--- src/rtl/stable_sorted_priority_queue_unit_macros.svh ---
// Assertion macros for the stable sorted priority queue unit.
// Used by stable_sorted_priority_queue_unit.sv; no other dependencies.
`ifndef STABLE_SORTED_PRIORITY_QUEUE_UNIT_MACROS_SVH
`define STABLE_SORTED_PRIORITY_QUEUE_UNIT_MACROS_SVH
`ifndef SYNTHESIS
`define SSPQ_ASSERT_NOW(label, ante, cons) \
    label: assert property (@(posedge i_clk) disable iff (!i_rst_n) (ante) |-> (cons)) \
        else $error("sspq assertion failed");
`define SSPQ_ASSERT_NEXT(label, ante, cons) \
    label: assert property (@(posedge i_clk) disable iff (!i_rst_n) (ante) |=> (cons)) \
        else $error("sspq assertion failed");
`else
`define SSPQ_ASSERT_NOW(label, ante, cons)
`define SSPQ_ASSERT_NEXT(label, ante, cons)
`endif
`endif

--- src/rtl/sspq_pkg.sv ---
// Package for the stable sorted priority queue unit.
// Holds transaction structs, the entry type and operation codes; no dependencies.
package sspq_pkg;

    localparam logic [1:0] KIND_JOIN  = 2'd0;
    localparam logic [1:0] KIND_LEAVE = 2'd1;
    localparam logic [1:0] KIND_PEEK  = 2'd2;

    typedef struct packed {
        logic [1:0]  kind;
        logic [15:0] join_priority;
        logic [15:0] join_payload;
    } t_in;

    typedef struct packed {
        logic [15:0] head_payload;
        logic        head_valid;
        logic        now_empty;
        logic        join_dropped;
    } t_out;

    typedef struct packed {
        logic        valid;
        logic [15:0] prio;
        logic [15:0] payload;
    } t_entry;

    typedef struct packed {
        logic        do_join;
        logic        do_leave;
        logic [15:0] prio;
        logic [15:0] payload;
    } t_cell_cmd;

endpackage

--- src/rtl/stable_sorted_priority_queue_unit.sv ---
// Stable sorted priority queue: top level with the cell chain and result register.
// Depends on sspq_pkg, sspq_cell and stable_sorted_priority_queue_unit_macros.svh.
//
// Usage:
//   Input channel i_valid/o_ready carries i_data (kind, join_priority, join_payload).
//   Output channel o_valid/i_ready carries o_data, one result per input transaction.
//   Join inserts behind all entries of equal or lower priority value; leave pops
//   the head; peek reads the head. Entries live in a chain of CAPACITY cells,
//   cell 0 the head; every cell compares against the joining priority at once.
//   The result is registered and valid in the cycle after acceptance.
//   One transaction is accepted per cycle unless the receiver stalls the result.
//   A join into a full queue is dropped and flagged in join_dropped.
//   Reset clears all cell valid bits and the result valid flag; the queue is empty.
//   When the receiver stalls, the result holds and o_ready drops until it is
//   taken; o_ready is high whenever the result register is empty or being read.
`include "stable_sorted_priority_queue_unit_macros.svh"
module stable_sorted_priority_queue_unit
    import sspq_pkg::*;
#(
    parameter int CAPACITY = 16
) (
    input  logic i_clk,
    input  logic i_rst_n,
    input  logic i_valid,
    output logic o_ready,
    input  t_in  i_data,
    output logic o_valid,
    input  logic i_ready,
    output t_out o_data
);

    t_entry    w_entry [CAPACITY];
    logic      w_keep  [CAPACITY];
    t_cell_cmd w_cmd;
    logic      w_fire;
    logic      w_full;
    logic      w_empty;
    logic      w_drop;
    logic      w_sorted;
    logic [CAPACITY-1:0] w_valid_vec;

    logic r_out_valid;
    t_out r_out_data, n_out_data;

    assign o_ready = !r_out_valid || i_ready;
    assign w_fire  = i_valid && o_ready;
    assign w_full  = w_entry[CAPACITY-1].valid;
    assign w_empty = !w_entry[0].valid;
    assign w_drop  = w_fire && (i_data.kind == KIND_JOIN) && w_full;

    assign w_cmd.do_join  = w_fire && (i_data.kind == KIND_JOIN) && !w_full;
    assign w_cmd.do_leave = w_fire && (i_data.kind == KIND_LEAVE) && !w_empty;
    assign w_cmd.prio     = i_data.join_priority;
    assign w_cmd.payload  = i_data.join_payload;

    for (genvar g = 0; g < CAPACITY; g++) begin : g_cell
        t_entry w_left;
        logic   w_left_keep;
        t_entry w_right;
        if (g == 0) begin : g_head
            assign w_left      = '0;
            assign w_left_keep = 1'b1;
        end else begin : g_mid
            assign w_left      = w_entry[g-1];
            assign w_left_keep = w_keep[g-1];
        end
        if (g == CAPACITY - 1) begin : g_tail
            assign w_right = '0;
        end else begin : g_body
            assign w_right = w_entry[g+1];
        end
        sspq_cell u_cell (
            .i_clk       (i_clk),
            .i_rst_n     (i_rst_n),
            .i_cmd       (w_cmd),
            .i_left      (w_left),
            .i_left_keep (w_left_keep),
            .i_right     (w_right),
            .o_entry     (w_entry[g]),
            .o_keep      (w_keep[g])
        );
        assign w_valid_vec[g] = w_entry[g].valid;
    end

    always_comb begin
        n_out_data = '0;
        case (i_data.kind)
            KIND_JOIN: begin
                n_out_data.join_dropped = w_full;
                n_out_data.now_empty    = 1'b0;
            end
            KIND_LEAVE: begin
                n_out_data.head_valid   = !w_empty;
                n_out_data.head_payload = w_empty ? 16'd0 : w_entry[0].payload;
                n_out_data.now_empty    = w_empty || !w_entry[1].valid;
            end
            KIND_PEEK: begin
                n_out_data.head_valid   = !w_empty;
                n_out_data.head_payload = w_empty ? 16'd0 : w_entry[0].payload;
                n_out_data.now_empty    = w_empty;
            end
            default: begin
                n_out_data.now_empty = w_empty;
            end
        endcase
    end

    always_ff @(posedge i_clk) begin
        if (!i_rst_n) begin
            r_out_valid <= 1'b0;
        end else if (o_ready) begin
            r_out_valid <= i_valid;
        end
    end

    always_ff @(posedge i_clk) begin
        if (w_fire) begin
            r_out_data <= n_out_data;
        end
    end

    assign o_valid = r_out_valid;
    assign o_data  = r_out_data;

    // adjacent valid entries must stay in nondecreasing priority order
    always_comb begin
        w_sorted = 1'b1;
        for (int k = 1; k < CAPACITY; k++) begin
            if (w_entry[k].valid && (w_entry[k-1].prio > w_entry[k].prio)) begin
                w_sorted = 1'b0;
            end
        end
    end

    `SSPQ_ASSERT_NOW(a_valid_prefix, 1'b1, ((w_valid_vec + CAPACITY'(1)) & w_valid_vec) == '0)
    `SSPQ_ASSERT_NOW(a_sorted, 1'b1, w_sorted)
    `SSPQ_ASSERT_NEXT(a_drop_full, w_drop, o_valid && o_data.join_dropped && w_full)
    `SSPQ_ASSERT_NEXT(a_leave_head, w_cmd.do_leave, o_valid && o_data.head_valid)

endmodule

--- src/rtl/sspq_cell.sv ---
// One slot of the sorted chain: holds an entry and shifts toward either neighbor.
// Depends on sspq_pkg.
module sspq_cell
    import sspq_pkg::*;
(
    input  logic      i_clk,
    input  logic      i_rst_n,
    input  t_cell_cmd i_cmd,
    input  t_entry    i_left,
    input  logic      i_left_keep,
    input  t_entry    i_right,
    output t_entry    o_entry,
    output logic      o_keep
);

    logic        r_valid, n_valid;
    logic [15:0] r_prio, n_prio;
    logic [15:0] r_payload, n_payload;

    // a valid entry stays put on a join: not greater than the joining priority
    assign o_keep  = r_valid && (r_prio <= i_cmd.prio);
    assign o_entry = '{valid: r_valid, prio: r_prio, payload: r_payload};

    always_comb begin
        n_valid   = r_valid;
        n_prio    = r_prio;
        n_payload = r_payload;
        if (i_cmd.do_join && !o_keep) begin
            if (i_left_keep) begin
                n_valid   = 1'b1;
                n_prio    = i_cmd.prio;
                n_payload = i_cmd.payload;
            end else begin
                n_valid   = i_left.valid;
                n_prio    = i_left.prio;
                n_payload = i_left.payload;
            end
        end else if (i_cmd.do_leave) begin
            n_valid   = i_right.valid;
            n_prio    = i_right.prio;
            n_payload = i_right.payload;
        end
    end

    always_ff @(posedge i_clk) begin
        if (!i_rst_n) begin
            r_valid <= 1'b0;
        end else begin
            r_valid <= n_valid;
        end
    end

    always_ff @(posedge i_clk) begin
        r_prio    <= n_prio;
        r_payload <= n_payload;
    end

endmodule
--- config.mk ---
export PLATFORM = sky130hd
export DESIGN_NAME = stable_sorted_priority_queue_unit
export DESIGN_NICKNAME = d
export VERILOG_FILES = /design/src/rtl/sspq_pkg.sv /design/src/rtl/stable_sorted_priority_queue_unit.sv /design/src/rtl/sspq_cell.sv
export VERILOG_INCLUDE_DIRS = /design/src /design/src/rtl
export SDC_FILE = /design/constraint.sdc
export NUM_CORES = 1
export LEC_CHECK = 0
export ABC_CLOCK_PERIOD_IN_PS = 6100
export BUFFER_PORTS_ARGS = -buffer_cell sky130_fd_sc_hd__buf_2
export CAP_MARGIN = 25
export CORE_ASPECT_RATIO = 1.2
export CORE_MARGIN = 2
export CORE_UTILIZATION = 26
export DETAILED_ROUTE_END_ITERATION = 6
export PLACE_DENSITY_LB_ADDON = 0.05
export RECOVER_POWER = 25
export SYNTH_ARGS = -nofsm -noshare
export SYNTH_HDL_FRONTEND = slang
export SYNTH_SLANG_ARGS = --single-unit
export TNS_END_PERCENT = 100
--- constraint.sdc ---
create_clock -name i_clk -period 6.1 [get_ports i_clk]
set_clock_uncertainty 0.05 [all_clocks]
set_input_delay 0.305 -clock i_clk [delete_from_list [all_inputs] [get_ports i_clk]]
set_output_delay 0.305 -clock i_clk [all_outputs]
set_load 0.02 [all_outputs]
==> out/results.tsv, run 1 <==
metric	value	unit
PortBufs	58	
Worst-Skew Late Latency	0.66	ns
post-synth top area cell	edfxtp_1	
chip height	398	um
Die X	333	um
total grt overflow	0	
CP max stage delay	2.13	ns
top cells by area, synth	edfxtp_1, mux2i_1, a21oi_1	
Post-route DRC	0	
Leak Pwr	16.3	nW
Critical Path Slowest Stage Cell	and4b_1	
Mapped Cells	3131	
RePlAce Congestion	0.802	
Worst Max-Slew Pin Slew	2.63	ns
number of global-route vias before repair	25700	
RSZ-0062 raised after global routing	false	
Core Region	0.128	mm2
# Post-CTS Setup Buffers	0	
crit-path cells	and4b_1, buf_4, buf_4, and2_1, or2_2	
synthesized cell area	0.0337	mm2
nets	3354	
Fill cells	13300	
Seq cells post-synth	548	
router iterations before antenna repair	5	
Hold Violations, Final	0	
TNS Setup	0	ns
fin crit share	0.830	
CTS Buf Count	72	
final setup fails	0	
clock tree from TritonCTS	built	
final WL	115000	um
Crit Path Max Fanout	41	
Max IR drop VDD	0.182	mV
crit path buf inv count	2	
post-DP HPWL	82900	um
Final Slew Violations	67	
most frequent cells after synthesis	a21oi_1, edfxtp_1, mux2i_1	
CP Launch Type	flip-flop	
failing checks	capacitance limit, slew limit	
clock root buffer	clkbuf_16	
share of cells above drive strength 1	0.0897	
Area after DPL	0.0359	mm2
most frequent CP cell	buf_4	
Die Area	0.132	mm2
Unique masters post-synth	54	
Resized cells post-CTS	0	
CP endpoint kind	flip-flop	
Top-Level Pins	59	
CP delay by family, top	simple AND/OR/NAND/NOR gates	
ys async rst share	0	
syn_area_per_cell	10.8	um2
final instance area	0.0380	mm2
fin crit period	5.06	ns
syn nets	3411	
clk slew on worst S/H paths	0.06	ns
post-DR wirelength/cell	24.0	um
PD cells	251	mW/mm2
initial drt markers	1629	
worst setup path class	flip-flop to flip-flop	
Slew HR	-0.756	
number of synthesized flops with an enable pin	531	
worst-case clock buffer depth	3	
Vias	24500	
H-tree depth	3	
initial core utilization	0.262	
Synth top area share	0.473	
Seq/Total Area, Yosys	0.483	
first-pass GRT wire length	173000	um
FMAX	198	MHz
CP Data Required Time	6.33	ns
post-route ant nets	0	
Max Cap Viol	2	
area added between synthesis and finish	12.8	%
Syn. warnings	0	
Min-Delay Path Class	input pin to flip-flop	
status	finished with violations	
DR vias/cell	5.10	
cell row count	144	
pin count of the biggest net entering global routing	86	
initial antenna violation count	6	
Arr. time, crit path	5.29	ns
cell with the most instances after synthesis	a21oi_1	
commonest register cell after synthesis	edfxtp_1	
clock sink count	548	
GRT Overall Usage	0.173	
[worst register-to-register path: stages, from the launching register on]
cell,delay [ns]
dfxtp_1,0.53
and4b_1,2.15
buf_4,0.57
buf_4,0.47
and2_1,0.23
or2_2,0.66
[path summary, 6_finish.rpt]
path                        startpoint                             end  slack, ns  cells after the start
min                          i_data[7]   g_cell[1].u_cell.r_payload[7]       0.20                      3
min reg2reg   g_cell[5].u_cell.r_valid        g_cell[6].u_cell.r_valid       0.51                      2
max reg2reg  g_cell[15].u_cell.r_valid  g_cell[6].u_cell.r_payload[11]       1.04                      5
max          g_cell[15].u_cell.r_valid  g_cell[6].u_cell.r_payload[11]       1.04                      5
[cells in the final DEF, fill, tap and decap left out, drive strengths merged, types with 13 or more instances in the layout]
master / n
a21oi: 870
a31oi: 80
and2: 23
and3: 40
buf: 112
clkbuf: 122
clkinv: 35
dfxtp: 17
edfxtp: 531
ha: 242
inv: 52
mux2: 32
mux2i: 457
nand2: 75
nand2b: 13
nand4: 42
nor2: 152
nor2b: 47
nor4: 14
o211ai: 34
o21ai: 46
or2: 14
[routing by layer]
layer  GRT usage  part of all wire  vias to the layer above
met5           0                 0                        -
met4      0.0610             0.030                        0
met3      0.0195             0.031                      163
met2       0.300              0.49                      461
met1       0.221              0.45                    12100
li1            -                 -                    11800
[area by class of cell]
class	instances	area [um2]	share of cell area
inverter	50	188	0.00494
clock buffer	92	1930	0.0507
sequential	548	16300	0.428
antenna	1	2.50	0.0000658
timing repair buffer	144	977	0.0257
clock inverter	39	277	0.00727
tap	1679	2100	0.0553
multi-input combinational	2258	16300	0.428
[power by group]
group	switching [mW]	leakage (nW)	internal, mW
registers	0.100	5.02	4.31
logic	0.704	10.2	0.334
clock network	1.79	1.09	2.32
total	2.59	16.3	6.96
[stage by stage]
step                      hold slack, ns  instances   util  power (mW)  setup slack, ns
after floorplan                    0.384       3131      -        5.12             2.03
after global placement             0.481       4670  0.278        5.52             1.26
after detailed placement           0.501       4677  0.280        5.54             1.40
after CTS                        0.00313       4810  0.297        9.76             1.95
after global routing               0.198       4811  0.296        9.99            0.894
final                              0.199       4811  0.296        9.56             1.04
[repair_timing]
action | 4_1_cts | 5_1_grt
endpoints found under the setup margin | 0 | 0
hold buffers | 2 | 0
hold endpoints to repair | 1 | 0
[cell families (layout without fill, tap and decap cells)]
| family | Yosys count | after routing | share of synthesized area |
|---|---|---|---|
| and+or+nand+nor | 444 | 444 | 0.0662 |
| adders and majority gates | 242 | 242 | 0.0899 |
| buffers and inverters | 325 | 325 | 0.0399 |
| other | 0 | 1 | 0 |
| muxes | 489 | 489 | 0.147 |
| DFF | 548 | 548 | 0.483 |
| AOI/OAI and AO/OA | 1083 | 1083 | 0.173 |
[flip-flops by register name (all words and copies together) (netlist names)]
| signal | cells |
|---|---|
| g_cell.u_cell.r_payload | 256 |
| g_cell.u_cell.r_prio | 256 |
| o_data | 19 |
| g_cell.u_cell.r_valid | 16 |
| o_valid | 1 |
(Power assumes the default switching activity.)
==> run 2: changes to the inputs <==
--- a/config.mk
+++ b/config.mk
@@ -6,7 +6,7 @@
 export SDC_FILE = /design/constraint.sdc
 export NUM_CORES = 1
 export LEC_CHECK = 0
-export ABC_CLOCK_PERIOD_IN_PS = 6100
+export ABC_CLOCK_PERIOD_IN_PS = 5100
 export BUFFER_PORTS_ARGS = -buffer_cell sky130_fd_sc_hd__buf_2
 export CAP_MARGIN = 25
 export CORE_ASPECT_RATIO = 1.2
==> constraint.sdc (replaced) <==
create_clock -name i_clk -period 5.1 [get_ports i_clk]
set_clock_uncertainty 0.05 [all_clocks]
set_input_delay 0.255 -clock i_clk [delete_from_list [all_inputs] [get_ports i_clk]]
set_output_delay 0.255 -clock i_clk [all_outputs]
set_load 0.02 [all_outputs]
==> out/results.tsv, run 2 (synthesized netlist as in run 1, its figures left out) <==
metric	value	unit	change
initial core utilization	0.262		unchanged
router iterations before antenna repair	7		+2
cell row count	144		unchanged
Final Non-Filler Cells	4819		+0.17%
clock root buffer	clkbuf_16		
CTS Buf Count	72		unchanged
setup ws final	0.908	ns	-0.129 ns
Arr. time, crit path	4.45	ns	-0.84 ns
Max IR drop VDD	0.185	mV	+1.7%
dpl ws	0.776	ns	-0.623 ns
worst r2r path cells	8		+3
Vias	24000		-1.9%
start of the worst register-to-register path	g_cell[4].u_cell.r_prio[14]		
final instance area	0.0382	mm2	+0.41%
RePlAce Congestion	0.787		-1.9%
TNS Setup	0	ns	unchanged
RSZ-0062 raised after global routing	false		
Leak Pwr	16.3	nW	+0.22%
Hold Violations, Final	0		unchanged
PortBufs	58		unchanged
Top-Level Pins	59		unchanged
CP Launch Type	input pin		
initial antenna violation count	4		-2
fin crit share	0.822		
Finished Core Util	0.297		+0.00121
post-DR wirelength/cell	22.0	um	-8.4%
crit-path cells	buf_2, inv_1, clkbuf_1, ha_1, nand4_1, nor4_1, a21bo_2, a31oi_4, and2_1, clkbuf_1, a21oi_1		
H-tree depth	3		unchanged
post-route ant nets	0		unchanged
most frequent CP cell	clkbuf_1		
DR vias/cell	4.99		-2.1%
CP endpoint kind	flip-flop		
# Post-CTS Setup Buffers	0		unchanged
failing checks	capacitance limit, slew limit		
final setup fails	0		unchanged
end point of the critical path	g_cell[9].u_cell.r_prio[5]		
Die X	333	um	unchanged
crit path from	i_data[26]		
Area after DPL	0.0361	mm2	+0.63%
r2r setup slk	1.01	ns	-0.03 ns
nets	3366		+0.36%
initial drt markers	1406		-14%
R2R Path End	g_cell[5].u_cell.r_payload[5]		
Resized cells post-CTS	0		unchanged
pin count of the biggest net entering global routing	126		+47%
area added between synthesis and finish	13.3	%	
most frequent cells in the layout	a21oi_1, edfxtp_1, mux2i_1		
# diodes	0		-1
worst setup path class	input pin to flip-flop		
Max Cap Viol	3		+1
worst-case clock buffer depth	3		unchanged
final WL	106000	um	-8.3%
CP max stage delay	1.23	ns	-0.90 ns
Slew HR	-0.138		+0.618
first-pass GRT wire length	162000	um	-6.5%
clk slew on worst S/H paths	0.05	ns	about the same
Final Slew Violations	166		+150%
total grt overflow	0		unchanged
Post-Place Cells	4688		+0.24%
number of global-route vias before repair	25100		-2.4%
share of cells above drive strength 1	0.0892		-0.000576
clock tree from TritonCTS	built		
CP Data Required Time	5.36	ns	-0.97 ns
PD cells	295	mW/mm2	+18%
Tot Pwr	11.3	mW	+18%
clock sink count	548		unchanged
Worst-Skew Late Latency	0.66	ns	about the same
Critical Path Slowest Stage Cell	clkbuf_1		
FMAX	239	MHz	
Core Region	0.128	mm2	unchanged
Min-Delay Path Class	input pin to flip-flop		
Worst Max-Slew Pin Slew	1.71	ns	-0.927 ns
fin crit period	4.19	ns	
Post-route DRC	0		unchanged
Crit Path Max Fanout	33		-20%
post-DP HPWL	80500	um	-2.9%
commonest non-fill, non-tap cell in the layout	a21oi_1		
GRT Overall Usage	0.158		-0.0144
chip height	398	um	unchanged
status	finished with violations		
final hold slack	0.169	ns	-0.0300 ns
Die Area	0.132	mm2	unchanged
[run 2: cell types whose count changed in the layout (fill, tap and decap cells not counted), moves of 7 or more]
cell	before	now
mux2_1	1	8
and2_0	8	1
buf_4	68	61
buf_12	6	19
clkbuf_1	45	57
and2_1	15	22
mux2_4	8	1
[run 2: metal layers]
metal | vias to the layer above | GRT usage | wire (um)
met3 | 143 | 0.0203 | 3790
met1 | 11600 | 0.206 | 48700
met2 | 465 | 0.268 | 50100
met5 | - | 0 | 0
met4 | 0 | 0.0593 | 3320
li1 | 11800 | - | -
[run 2: what timing repair did]
| action | CTS | global route |
|---|---|---|
| hold endpoints to repair | 11 | 0 |
| hold buffers | 3 | 0 |
| endpoints found under the setup margin | 0 | 0 |
[run 2: worst min path at each step]
| stage | startpoint | slack [ns] | end | depth (start not counted) |
|---|---|---|---|---|
| after global placement | i_valid | 0.47 | o_valid | 3 |
| final | i_ready | 0.17 | g_cell[0].u_cell.r_valid | 5 |
| after floorplan | i_valid | 0.33 | o_valid | 2 |
| after global routing | i_data[1] | 0.17 | g_cell[1].u_cell.r_payload[1] | 3 |
| after CTS | i_ready | 0.1 | g_cell[0].u_cell.r_valid | 5 |
| after detailed placement | i_valid | 0.47 | o_valid | 3 |
[run 2: critical path, delay by kind of cell]
kind	cells	cell delay [ns]
buffers and inverters	4	2.34
and+or+nand+nor	3	0.75
AOI/OAI and AO/OA	3	0.73
adders and majority gates	1	0.33
[run 2: where the power goes]
part,total [mW],internal (mW),switching (mW),leakage [nW]
registers,5.26,5.15,0.114,5.02
clock network,4.80,2.70,2.09,1.05
logic,1.22,0.412,0.805,10.3
[run 2: area by class of cell]
class | count | area, um2
fillers | 13300 | 90300
inverters | 50 | 188
well taps | 1679 | 2100
multi-input cells | 2258 | 16200
repair buffers | 156 | 1200
flip-flops and latches | 548 | 16300
clock buffers | 101 | 1970
clock inverters | 27 | 173
